--- config.mk ---
export PLATFORM = sky130hd
export DESIGN_NAME = ymodem_crc_receiver_flat
export DESIGN_NICKNAME = d
export VERILOG_FILES = /design/src/hdl/ymcr_pkg.sv /design/src/hdl/ymcr_if.sv /design/src/hdl/ymodem_crc_receiver.sv /design/src/flat_wrapper.sv
export SDC_FILE = /design/constraint.sdc
export NUM_CORES = 1
export LEC_CHECK = 0
export BUFFER_PORTS_ARGS = -buffer_cell sky130_fd_sc_hd__clkbuf_2
export CAP_MARGIN = 5
export CORE_UTILIZATION = 40
export CTS_CLUSTER_SIZE = 20
export DETAILED_ROUTE_END_ITERATION = 7
export GPL_TIMING_DRIVEN = 0
export SYNTH_ARGS = -nofsm -noshare
export SYNTH_HDL_FRONTEND = slang
export SYNTH_SLANG_ARGS = --single-unit
--- constraint.sdc ---
create_clock -name clk -period 10.4 [get_ports clk]
set_input_delay 2.08 -clock clk [delete_from_list [all_inputs] [get_ports clk]]
set_output_delay 2.08 -clock clk [all_outputs]
set_load 0.03 [all_outputs]
--- src/hdl/ymcr_pkg.sv ---
// Shared types, protocol byte codes and the CRC-16/XMODEM byte step for the YMODEM receiver.
`default_nettype none
package ymcr_pkg;

	localparam int unsigned TOTAL_W = 25;
	localparam int unsigned WADDR_W = 24;
	localparam int unsigned SHORT_BLOCK_BYTES = 128;

	localparam logic [7:0] B_SOH = 8'h01;
	localparam logic [7:0] B_STX = 8'h02;
	localparam logic [7:0] B_EOT = 8'h04;
	localparam logic [7:0] B_ACK = 8'h06;
	localparam logic [7:0] B_NAK = 8'h15;
	localparam logic [7:0] B_CAN = 8'h18;
	localparam logic [7:0] B_C   = 8'h43;

	localparam logic [15:0] CRC_POLY = 16'h1021;

	typedef enum logic [1:0] {
		MODE_BYTE,
		MODE_TIMEOUT,
		MODE_START,
		MODE_RESTART
	} mode_t;

	typedef enum logic [1:0] {
		KIND_TX,
		KIND_PAYLOAD,
		KIND_NAME,
		KIND_DONE
	} kind_t;

	typedef enum logic [1:0] {
		ST_COMPLETED,
		ST_CANCELLED,
		ST_TOO_MANY_ERRORS
	} status_t;

	typedef enum logic [0:0] {
		REG_CAPACITY,
		REG_ERROR_LIMIT
	} reg_index_t;

	typedef enum logic [2:0] {
		PH_HEAD,
		PH_SEQ,
		PH_CMP,
		PH_DATA,
		PH_CRCH,
		PH_CRCL,
		PH_CAN
	} phase_t;

	typedef enum logic [1:0] {
		NP_NAME,
		NP_SIZE,
		NP_DONE,
		NP_EMPTY
	} name_phase_t;

	typedef struct packed {
		kind_t                kind;
		logic [7:0]           tx_byte;
		logic [WADDR_W-1:0]   write_addr;
		logic [7:0]           write_byte;
		logic [TOTAL_W-1:0]   total_bytes;
		status_t              status;
		logic                 last;
	} res_t;

	function automatic res_t mk_res(kind_t k, logic [7:0] tx, logic [WADDR_W-1:0] a,
		logic [7:0] wb, status_t st);
		res_t r;
		r = '0;
		r.kind = k;
		r.tx_byte = tx;
		r.write_addr = a;
		r.write_byte = wb;
		r.status = st;
		return r;
	endfunction

	// One byte through CRC-16/XMODEM, MSB first.
	function automatic logic [15:0] crc_step(logic [15:0] c_in, logic [7:0] b);
		logic [15:0] c;
		c = c_in ^ {b, 8'h00};
		for (int i = 0; i < 8; i++) begin
			if (c[15])
				c = {c[14:0], 1'b0} ^ CRC_POLY;
			else
				c = {c[14:0], 1'b0};
		end
		return c;
	endfunction

endpackage
`default_nettype wire

--- src/hdl/ymcr_if.sv ---
// Request, result and register-write channel interfaces of the YMODEM receiver.
`default_nettype none
interface ymcr_item_if;
	logic                valid;
	logic                ready;
	ymcr_pkg::mode_t     mode;
	logic [7:0]          rx_byte;
	modport source (output valid, mode, rx_byte, input ready);
	modport sink (input valid, mode, rx_byte, output ready);
endinterface

interface ymcr_result_if;
	logic                              valid;
	logic                              ready;
	ymcr_pkg::kind_t                   kind;
	logic [7:0]                        tx_byte;
	logic [ymcr_pkg::WADDR_W-1:0]      write_addr;
	logic [7:0]                        write_byte;
	logic [ymcr_pkg::TOTAL_W-1:0]      total_bytes;
	ymcr_pkg::status_t                 status;
	logic                              last;
	modport source (output valid, kind, tx_byte, write_addr, write_byte, total_bytes, status,
		last, input ready);
	modport sink (input valid, kind, tx_byte, write_addr, write_byte, total_bytes, status,
		last, output ready);
endinterface

interface ymcr_cfg_if;
	logic                              valid;
	logic                              ready;
	ymcr_pkg::reg_index_t              index;
	logic [ymcr_pkg::TOTAL_W-1:0]      data;
	modport source (output valid, index, data, input ready);
	modport sink (input valid, index, data, output ready);
endinterface
`default_nettype wire

--- src/hdl/ymodem_crc_receiver.sv ---
// YMODEM-CRC receiver: deframing, CRC check, block-0 parsing, response and write generation.
//
// Each request is a received byte, a timeout tick or a session start. A request is registered,
// processed by combinational logic (deframing, CRC-16/XMODEM byte step, sequence checks, name and
// size parsing, truncation) and its zero to two results are loaded into a three-slot result
// register that drains one result per cycle while result.ready is high, the last flagged by last.
// A new request is taken every cycle while result.ready is high and each request yields at most
// one result; a request with more results holds the next one until its earlier ones are taken.
// The user must write the registers only while the block is idle; the block does not enforce it.
`default_nettype none
module ymodem_crc_receiver #(
	parameter int unsigned LONG_BLOCK_BYTES = 1024,
	parameter int unsigned NAME_CHARS = 63,
	parameter int unsigned ADDR_WIDTH = 24
) (
	input  wire logic          clk,
	input  wire logic          arst_n,
	ymcr_item_if.sink          item,
	ymcr_result_if.source      result,
	ymcr_cfg_if.sink           cfg
);

	localparam int unsigned TW = ymcr_pkg::TOTAL_W;
	localparam int unsigned AW = ymcr_pkg::WADDR_W;
	localparam logic [10:0] LONG_LEN = 11'(LONG_BLOCK_BYTES);
	localparam logic [10:0] SHORT_LEN = 11'(ymcr_pkg::SHORT_BLOCK_BYTES);
	localparam logic [10:0] NAME_LIM = 11'(NAME_CHARS);
	localparam logic [AW-1:0] ADDR_MASK = (ADDR_WIDTH >= AW) ? {AW{1'b1}} :
		AW'((64'd1 << ADDR_WIDTH) - 64'd1);

	// configuration
	logic [TW-1:0]  capacity_q;
	logic [7:0]     err_limit_q;

	// input stage
	logic              valid_s1;
	ymcr_pkg::mode_t   mode_s1;
	logic [7:0]        byte_s1;

	// session state
	ymcr_pkg::phase_t       phase_q, phase_d;
	logic                   long_q, long_d;
	logic [10:0]            idx_q, idx_d;
	logic [7:0]             seq_q, seq_d;
	logic [7:0]             cmp_q, cmp_d;
	logic [15:0]            crc_q, crc_d;
	logic [7:0]             crch_q, crch_d;
	logic [7:0]             blk_q, blk_d;
	logic                   hdr_q, hdr_d;
	logic [7:0]             err_q, err_d;
	logic [TW-1:0]          total_q, total_d;
	logic [31:0]            fbytes_q, fbytes_d;
	logic [31:0]            dsize_q, dsize_d;
	ymcr_pkg::name_phase_t  np_q, np_d;
	logic                   idle_q, idle_d;

	// result register
	ymcr_pkg::res_t  slot_q [3];
	logic [1:0]      cnt_q;
	ymcr_pkg::res_t  res_d [3];
	logic [1:0]      nres;

	logic pop;
	logic adv;

	assign pop = result.valid && result.ready;
	assign adv = valid_s1 && (cnt_q == 2'd0 || (cnt_q == 2'd1 && pop));
	assign item.ready = !valid_s1 || adv;
	assign cfg.ready = 1'b1;

	assign result.valid = cnt_q != 2'd0;
	assign result.kind = slot_q[0].kind;
	assign result.tx_byte = slot_q[0].tx_byte;
	assign result.write_addr = slot_q[0].write_addr;
	assign result.write_byte = slot_q[0].write_byte;
	assign result.total_bytes = slot_q[0].total_bytes;
	assign result.status = slot_q[0].status;
	assign result.last = slot_q[0].last;

	always_ff @(posedge clk or negedge arst_n) begin
		if (!arst_n) begin
			capacity_q <= TW'(65536);
			err_limit_q <= 8'd10;
		end else if (cfg.valid) begin
			unique case (cfg.index)
				ymcr_pkg::REG_CAPACITY:    capacity_q <= cfg.data;
				ymcr_pkg::REG_ERROR_LIMIT: err_limit_q <= cfg.data[7:0];
				default: ;
			endcase
		end
	end

	always_ff @(posedge clk or negedge arst_n) begin
		if (!arst_n) begin
			valid_s1 <= 1'b0;
		end else if (item.ready) begin
			valid_s1 <= item.valid;
		end
	end

	always_ff @(posedge clk) begin
		if (item.valid && item.ready) begin
			mode_s1 <= item.mode;
			byte_s1 <= item.rx_byte;
		end
	end

	always_comb begin
		logic        fail_req;
		logic        seq_ok;
		logic        expected;
		logic        crc_ok;
		logic [7:0]  err_inc;
		logic [10:0] len;
		logic [10:0] take;
		logic [10:0] idx_inc;
		logic [32:0] fsum;
		logic [25:0] csum;
		logic [25:0] addr_sum;
		logic [35:0] dprod;

		phase_d = phase_q;
		long_d = long_q;
		idx_d = idx_q;
		seq_d = seq_q;
		cmp_d = cmp_q;
		crc_d = crc_q;
		crch_d = crch_q;
		blk_d = blk_q;
		hdr_d = hdr_q;
		err_d = err_q;
		total_d = total_q;
		fbytes_d = fbytes_q;
		dsize_d = dsize_q;
		np_d = np_q;
		idle_d = idle_q;
		nres = 2'd0;
		for (int i = 0; i < 3; i++)
			res_d[i] = '0;
		fail_req = 1'b0;

		len = long_q ? LONG_LEN : SHORT_LEN;
		seq_ok = seq_q == ~cmp_q;
		expected = seq_ok && seq_q == blk_q;
		crc_ok = {crch_q, byte_s1} == crc_q;
		err_inc = (err_q == 8'hFF) ? err_q : err_q + 8'd1;
		idx_inc = idx_q + 11'd1;
		fsum = {1'b0, fbytes_q} + 33'(len);
		take = len;
		if (dsize_q != 32'd0 && fsum > {1'b0, dsize_q})
			take = (dsize_q > fbytes_q) ? 11'(dsize_q - fbytes_q) : 11'd0;
		csum = {1'b0, total_q} + 26'(take);
		addr_sum = {1'b0, total_q} + 26'(idx_q);
		dprod = {1'b0, dsize_q, 3'b000} + {3'b000, dsize_q, 1'b0} + 36'(byte_s1[3:0]);

		if (mode_s1 == ymcr_pkg::MODE_START || mode_s1 == ymcr_pkg::MODE_RESTART) begin
			total_d = '0;
			fbytes_d = '0;
			dsize_d = '0;
			np_d = ymcr_pkg::NP_NAME;
			crc_d = '0;
			crch_d = '0;
			idx_d = '0;
			idle_d = 1'b0;
			err_d = '0;
			blk_d = '0;
			hdr_d = 1'b0;
			phase_d = ymcr_pkg::PH_HEAD;
			res_d[nres] = ymcr_pkg::mk_res(ymcr_pkg::KIND_TX, ymcr_pkg::B_C, '0, '0,
				ymcr_pkg::ST_COMPLETED);
			nres = nres + 2'd1;
		end else if (!idle_q) begin
			if (mode_s1 == ymcr_pkg::MODE_TIMEOUT) begin
				fail_req = 1'b1;
			end else begin
				unique case (phase_q)
					ymcr_pkg::PH_HEAD: begin
						if (byte_s1 == ymcr_pkg::B_SOH || byte_s1 == ymcr_pkg::B_STX) begin
							long_d = byte_s1 == ymcr_pkg::B_STX;
							idx_d = '0;
							crc_d = '0;
							phase_d = ymcr_pkg::PH_SEQ;
							if (!hdr_q) begin
								dsize_d = '0;
								np_d = ymcr_pkg::NP_NAME;
							end
						end else if (byte_s1 == ymcr_pkg::B_EOT) begin
							res_d[nres] = ymcr_pkg::mk_res(ymcr_pkg::KIND_TX, ymcr_pkg::B_ACK,
								'0, '0, ymcr_pkg::ST_COMPLETED);
							nres = nres + 2'd1;
							res_d[nres] = ymcr_pkg::mk_res(ymcr_pkg::KIND_TX, ymcr_pkg::B_C,
								'0, '0, ymcr_pkg::ST_COMPLETED);
							nres = nres + 2'd1;
							err_d = '0;
							blk_d = '0;
							hdr_d = 1'b0;
						end else if (byte_s1 == ymcr_pkg::B_CAN) begin
							phase_d = ymcr_pkg::PH_CAN;
						end else begin
							fail_req = 1'b1;
						end
					end
					ymcr_pkg::PH_CAN: begin
						if (byte_s1 == ymcr_pkg::B_CAN) begin
							res_d[nres] = ymcr_pkg::mk_res(ymcr_pkg::KIND_DONE, '0, '0, '0,
								ymcr_pkg::ST_CANCELLED);
							nres = nres + 2'd1;
							idle_d = 1'b1;
							phase_d = ymcr_pkg::PH_HEAD;
						end else begin
							fail_req = 1'b1;
						end
					end
					ymcr_pkg::PH_SEQ: begin
						seq_d = byte_s1;
						phase_d = ymcr_pkg::PH_CMP;
					end
					ymcr_pkg::PH_CMP: begin
						cmp_d = byte_s1;
						phase_d = ymcr_pkg::PH_DATA;
					end
					ymcr_pkg::PH_DATA: begin
						crc_d = ymcr_pkg::crc_step(crc_q, byte_s1);
						if (!hdr_q) begin
							if (np_q == ymcr_pkg::NP_NAME) begin
								if (expected && idx_q < NAME_LIM) begin
									res_d[nres] = ymcr_pkg::mk_res(ymcr_pkg::KIND_NAME, '0,
										AW'(idx_q), byte_s1, ymcr_pkg::ST_COMPLETED);
									nres = nres + 2'd1;
								end
								if (byte_s1 == 8'd0)
									np_d = (idx_q == 11'd0) ? ymcr_pkg::NP_EMPTY :
										ymcr_pkg::NP_SIZE;
							end else if (np_q == ymcr_pkg::NP_SIZE) begin
								if (byte_s1 >= 8'h30 && byte_s1 <= 8'h39)
									dsize_d = (dprod[35:32] != 4'd0) ? 32'hFFFF_FFFF :
										dprod[31:0];
								else
									np_d = ymcr_pkg::NP_DONE;
							end
						end else if (expected && addr_sum < {1'b0, capacity_q}) begin
							res_d[nres] = ymcr_pkg::mk_res(ymcr_pkg::KIND_PAYLOAD, '0,
								addr_sum[AW-1:0] & ADDR_MASK, byte_s1, ymcr_pkg::ST_COMPLETED);
							nres = nres + 2'd1;
						end
						idx_d = idx_inc;
						if (idx_inc >= len)
							phase_d = ymcr_pkg::PH_CRCH;
					end
					ymcr_pkg::PH_CRCH: begin
						crch_d = byte_s1;
						phase_d = ymcr_pkg::PH_CRCL;
					end
					ymcr_pkg::PH_CRCL: begin
						phase_d = ymcr_pkg::PH_HEAD;
						if (!seq_ok || !crc_ok) begin
							fail_req = 1'b1;
						end else if (seq_q == blk_q) begin
							err_d = '0;
							res_d[nres] = ymcr_pkg::mk_res(ymcr_pkg::KIND_TX, ymcr_pkg::B_ACK,
								'0, '0, ymcr_pkg::ST_COMPLETED);
							nres = nres + 2'd1;
							if (!hdr_q) begin
								if (np_q == ymcr_pkg::NP_EMPTY) begin
									// empty name ends the batch
									res_d[nres] = ymcr_pkg::mk_res(ymcr_pkg::KIND_DONE, '0,
										'0, '0, ymcr_pkg::ST_COMPLETED);
									nres = nres + 2'd1;
									idle_d = 1'b1;
								end else begin
									res_d[nres] = ymcr_pkg::mk_res(ymcr_pkg::KIND_TX,
										ymcr_pkg::B_C, '0, '0, ymcr_pkg::ST_COMPLETED);
									nres = nres + 2'd1;
									hdr_d = 1'b1;
									fbytes_d = '0;
									blk_d = blk_q + 8'd1;
								end
							end else begin
								// commit only when the cut block fits the destination
								if (csum <= {1'b0, capacity_q}) begin
									total_d = csum[TW-1:0];
									fbytes_d = fbytes_q + 32'(take);
								end
								blk_d = blk_q + 8'd1;
							end
						end else if (seq_q == blk_q - 8'd1) begin
							res_d[nres] = ymcr_pkg::mk_res(ymcr_pkg::KIND_TX, ymcr_pkg::B_ACK,
								'0, '0, ymcr_pkg::ST_COMPLETED);
							nres = nres + 2'd1;
						end else begin
							err_d = err_inc;
							res_d[nres] = ymcr_pkg::mk_res(ymcr_pkg::KIND_TX, ymcr_pkg::B_NAK,
								'0, '0, ymcr_pkg::ST_COMPLETED);
							nres = nres + 2'd1;
						end
					end
					default: begin
						phase_d = ymcr_pkg::PH_HEAD;
					end
				endcase
			end
		end

		if (fail_req) begin
			phase_d = ymcr_pkg::PH_HEAD;
			err_d = err_inc;
			if (err_inc > err_limit_q) begin
				res_d[nres] = ymcr_pkg::mk_res(ymcr_pkg::KIND_DONE, '0, '0, '0,
					ymcr_pkg::ST_TOO_MANY_ERRORS);
				nres = nres + 2'd1;
				idle_d = 1'b1;
			end else begin
				res_d[nres] = ymcr_pkg::mk_res(ymcr_pkg::KIND_TX,
					hdr_q ? ymcr_pkg::B_NAK : ymcr_pkg::B_C, '0, '0, ymcr_pkg::ST_COMPLETED);
				nres = nres + 2'd1;
			end
		end

		for (int i = 0; i < 3; i++) begin
			res_d[i].total_bytes = total_d;
			res_d[i].last = (2'(i) + 2'd1) == nres;
		end
	end

	always_ff @(posedge clk or negedge arst_n) begin
		if (!arst_n) begin
			phase_q <= ymcr_pkg::PH_HEAD;
			long_q <= 1'b0;
			idx_q <= '0;
			seq_q <= '0;
			cmp_q <= '0;
			crc_q <= '0;
			crch_q <= '0;
			blk_q <= '0;
			hdr_q <= 1'b0;
			err_q <= '0;
			total_q <= '0;
			fbytes_q <= '0;
			dsize_q <= '0;
			np_q <= ymcr_pkg::NP_NAME;
			idle_q <= 1'b1;
		end else if (adv) begin
			phase_q <= phase_d;
			long_q <= long_d;
			idx_q <= idx_d;
			seq_q <= seq_d;
			cmp_q <= cmp_d;
			crc_q <= crc_d;
			crch_q <= crch_d;
			blk_q <= blk_d;
			hdr_q <= hdr_d;
			err_q <= err_d;
			total_q <= total_d;
			fbytes_q <= fbytes_d;
			dsize_q <= dsize_d;
			np_q <= np_d;
			idle_q <= idle_d;
		end
	end

	always_ff @(posedge clk or negedge arst_n) begin
		if (!arst_n) begin
			cnt_q <= 2'd0;
		end else if (adv) begin
			cnt_q <= nres;
		end else if (pop) begin
			cnt_q <= cnt_q - 2'd1;
		end
	end

	// load a fresh set of results, or advance the queue by one
	always_ff @(posedge clk) begin
		if (adv) begin
			slot_q <= res_d;
		end else if (pop) begin
			slot_q[0] <= slot_q[1];
			slot_q[1] <= slot_q[2];
		end
	end

endmodule
`default_nettype wire

--- src/flat_wrapper.sv ---
// flat-port wrapper written by rule: the top's interface ports become plain ports
module ymodem_crc_receiver_flat 
#(
	parameter int unsigned LONG_BLOCK_BYTES = 1024,
	parameter int unsigned NAME_CHARS = 63,
	parameter int unsigned ADDR_WIDTH = 24
)
  (clk, arst_n, item_valid, item_mode, item_rx_byte, item_ready, result_valid, result_kind, result_tx_byte, result_write_addr, result_write_byte, result_total_bytes, result_status, result_last, result_ready, cfg_valid, cfg_index, cfg_data, cfg_ready);
  ymcr_item_if item_i ();
  ymcr_result_if result_i ();
  ymcr_cfg_if cfg_i ();
  input  wire logic clk;
  input  wire logic arst_n;
  input wire logic [$bits(item_i.valid)-1:0] item_valid;
  input wire logic [$bits(item_i.mode)-1:0] item_mode;
  input wire logic [$bits(item_i.rx_byte)-1:0] item_rx_byte;
  output wire logic [$bits(item_i.ready)-1:0] item_ready;
  output wire logic [$bits(result_i.valid)-1:0] result_valid;
  output wire logic [$bits(result_i.kind)-1:0] result_kind;
  output wire logic [$bits(result_i.tx_byte)-1:0] result_tx_byte;
  output wire logic [$bits(result_i.write_addr)-1:0] result_write_addr;
  output wire logic [$bits(result_i.write_byte)-1:0] result_write_byte;
  output wire logic [$bits(result_i.total_bytes)-1:0] result_total_bytes;
  output wire logic [$bits(result_i.status)-1:0] result_status;
  output wire logic [$bits(result_i.last)-1:0] result_last;
  input wire logic [$bits(result_i.ready)-1:0] result_ready;
  input wire logic [$bits(cfg_i.valid)-1:0] cfg_valid;
  input wire logic [$bits(cfg_i.index)-1:0] cfg_index;
  input wire logic [$bits(cfg_i.data)-1:0] cfg_data;
  output wire logic [$bits(cfg_i.ready)-1:0] cfg_ready;
  assign item_i.valid = item_valid;
  assign item_i.mode = item_mode;
  assign item_i.rx_byte = item_rx_byte;
  assign item_ready = item_i.ready;
  assign result_valid = result_i.valid;
  assign result_kind = result_i.kind;
  assign result_tx_byte = result_i.tx_byte;
  assign result_write_addr = result_i.write_addr;
  assign result_write_byte = result_i.write_byte;
  assign result_total_bytes = result_i.total_bytes;
  assign result_status = result_i.status;
  assign result_last = result_i.last;
  assign result_i.ready = result_ready;
  assign cfg_i.valid = cfg_valid;
  assign cfg_i.index = cfg_index;
  assign cfg_i.data = cfg_data;
  assign cfg_ready = cfg_i.ready;
  ymodem_crc_receiver #(.LONG_BLOCK_BYTES(LONG_BLOCK_BYTES), .NAME_CHARS(NAME_CHARS), .ADDR_WIDTH(ADDR_WIDTH)) u_core (.clk(clk), .arst_n(arst_n), .item(item_i), .result(result_i), .cfg(cfg_i));
endmodule
==> flow_summary.json <==
{
  "port_buffers": 109,
  "synthFlopType": "dfrtp_1",
  "whs_endpoint": "u_core.cnt_q[1]",
  "multi_input_area_um2": 13700,
  "total_power_w": 0.00591,
  "rows": 89,
  "grt_busiest_layer": "met2",
  "numClockSinks": 338,
  "met2_usage": 0.388,
  "synth_cell_types": 98,
  "rrSetupSlack_ps": 550,
  "reg2regPathDepth": 40,
  "cp_slowest_stage_delay_ps": 460,
  "rr_endpoint": "u_core.result.total_bytes[4]",
  "remaining_drc_errors": 0,
  "fin_util": 0.459,
  "finClkSkew_ps": 25.3,
  "cp-start-kind": "register",
  "final_area_um2": 27300,
  "r2r_start": "u_core.long_q",
  "layout_min_cycle_time_ps": 9850,
  "rsz0062_at_grt": "false",
  "cp-end-kind": "register",
  "grt_usage": 0.228,
  "finalSetupTns_ps": 0,
  "power_density_nw_per_um2": 216,
  "coreArea_um2": 59500,
  "tritoncts": "done",
  "area_growth_pct": 12.4,
  "wirelength_mm": 70.6,
  "final_nets": 3061,
  "ys_ff_latch": 338,
  "p_clk_frac": 0.233,
  "final_layout_size_suffix_gt1_frac": 0.129,
  "dpl_cell_area_um2": 25900,
  "die_area_um2": 61700,
  "cts_hold_repair.buffers": 0,
  "dp_hpwl_mm": 54.9,
  "grt_first_pass_wirelength_mm": 113,
  "nFillCells": 5723,
  "critPathMaxFanout": 12,
  "grt_max_degree": 102,
  "fin_crit_sh": 0.947,
  "gp_congestion": 0.975,
  "routed_via_density": 5.64,
  "drtPass1Iterations": 5,
  "clockRootBuffer": "clkbuf_16",
  "relSlewSlack": 0.314,
  "use_met3": 0.0274,
  "p_comb_frac": 0.424,
  "finalNonFillerCells": 3592,
  "layout_common_cells": "nand2_1, ha_1, dfrtp_1",
  "cpMaxStageDelayCell": "dfrtp_1",
  "path_common_cell": "ha_1",
  "critPathKind": "register to register",
  "wl_per_cell_um": 19.7,
  "ys_warn_count": 0,
  "worstHoldPathCells": 1,
  "outcome": "completed",
  "htree_levels": 2,
  "worst_pin_slew_ps": 1030,
  "synth_area_per_cell_um2": 9.24,
  "diodes": 0,
  "cts_buffers": 39,
  "path_delay_family": "compound AO/OA/AOI/OAI gates",
  "setup_viol": 0,
  "clk_path_buf_depth": 3,
  "seqCellArea_um2": 9150,
  "antenna_found_initial": 0,
  "grt_overflow": 0,
  "clkLatencyLatePin_ps": 590,
  "drv_slew": 0,
  "p_seq_frac": 0.342,
  "switchingPower_w": 0.00241,
  "peakVddDrop_uv": 116,
  "cp.arrival_ps": 10160,
  "path_clk_slew_ps": 60,
  "dieWidth_um": 248,
  "synth_edf_count": 138,
  "die_h_um": 248,
  "ys_async_sr_fraction": 0.592,
  "io_pins": 114,
  "via_count": 20300,
  "layout_commonest_cell": "nand2_1",
  "min_path_type": "register to register",
  "met1_usage": 0.299,
  "dr.first_iter.drc_count": 1603,
  "synth-seq-area-share": 0.377,
  "crit_required_ps": 10710,
  "p_int_w": 0.00350,
  "max_freq_mhz": 102,
  "synthCells": 2630,
  "critPathBufInv": 5,
  "maxCapViolCount": 0,
  "start_util": 0.409,
  "syn-cell-area_um2": 24300,
  "ant_nets": 0,
  "min_from": "u_core.cnt_q[1]",
  "dp_cells": 3517,
  "grt_pass1_vias": 20100,
  "hold_violations": 0,
  "leakage_nw": 12.3,
  "switching_share": 0.407
}
-- power groups by stage --
stage	Clock [W]	Sequential (W)	Combinational, W
after floorplan	0	0.00200	0.00178
after global placement	0	0.00206	0.00242
after detailed placement	0	0.00205	0.00249
after CTS	0.00141	0.00203	0.00251
after global routing	0.00146	0.00206	0.00274
final	0.00138	0.00202	0.00251
-- what timing repair did --
action                                 in CTS  in global routing
setup endpoints to repair                 132                130
endpoints found under the hold margin       0                  0
gates resized for setup                    14                 13
pin swaps                                   1                  2
buffers inserted                            1                  3
-- sequential cells by signal (all words and copies together) (netlist names), 11 cells and up --
signal and count:
u_core.slot_q 61, u_core.dsize_q 32, u_core.fbytes_q 32, u_core.capacity_q 25
u_core.result.total_bytes 25, u_core.total_q 25, u_core.result.write_addr 24, u_core.crc_q 16
u_core.idx_q 11
-- synthesized netlist by cell type (all sizes together), types with 9 or more instances --
cell type    n  share of area
o21a        20         0.0062
xnor2      127          0.046
a22o        27         0.0097
o31ai       27         0.0089
nand2b      18         0.0046
nor3        57          0.013
edfxtp     138           0.17
a31oi       18         0.0054
o21bai      10         0.0031
a21oi      132          0.027
nor2b       12         0.0031
or3         23         0.0059
nand3       68          0.014
ha         226           0.12
buf         91          0.027
and3        18         0.0046
a211oi      10         0.0033
a221o       25          0.010
nor2       178          0.028
mux2        24          0.011
or2         12         0.0031
o21ai      206          0.042
o211ai      27         0.0091
nand2      267          0.041
a21o        71          0.022
dfrtp      196           0.20
inv        147          0.023
clkbuf      92          0.014
nand4       50          0.014
nor4        41          0.013
o311ai      14         0.0054
or4          9         0.0028
and2        46          0.012
xor2        80          0.029
-- worst reg2reg max path: cells and delay by family, from the launching register on --
family / cells / cell delay, ps
compound gates: 12 / 3130
xor+xnor: 3 / 680
fa+ha+maj: 5 / 1310
simple gates: 15 / 2950
buf+inv: 5 / 1030
flops: 1 / 460
-- how the worst max path moves through the flow --
stage	from	endpoint	cells past startpoint
after floorplan	u_core.long_q	u_core.result.total_bytes[10]	40
after global placement	u_core.long_q	u_core.result.total_bytes[7]	40
after detailed placement	u_core.long_q	u_core.result.total_bytes[7]	39
after CTS	u_core.long_q	u_core.result.total_bytes[1]	44
after global routing	u_core.long_q	u_core.result.total_bytes[1]	41
final	u_core.long_q	u_core.result.total_bytes[4]	40
-- metal layers --
| metal | vias to the layer above | wire length (µm) |
|---|---|---|
| li1 | 9758 | - |
| met1 | 9856 | 31100 |
| met2 | 534 | 34100 |
| met3 | 106 | 3070 |
| met4 | 0 | 2350 |
| met5 | - | 0 |
-- cell families after synthesis --
| logic type | share of synthesized area |
|---|---|
| adders and majority gates | 0.123 |
| buffers and inverters | 0.0638 |
| xor gates and xnor gates | 0.0746 |
| AOI/OAI and AO/OA | 0.179 |
| DFF | 0.377 |
| other | 0.000309 |
| and+or+nand+nor | 0.170 |
| muxes | 0.0128 |
-- layout make-up --
cell class	count	area share
Buffer	182	0.0364
Inverter	149	0.0205
Clock buffer	47	0.0376
Multi-Input combinational cell	1962	0.502
Timing Repair Buffer	116	0.0241
Clock inverter	25	0.00866
Sequential cell	338	0.335
Tap cell	773	0.0354
-- through the flow --
stage	setup WS [ps]	hold slack, ps
floorplan	1670	464
global placement	-1260	477
detailed placement	-1410	484
CTS	38.9	496
global route	0.786	534
finish	552	494
No activity file was read; power rests on OpenSTA's default activity.
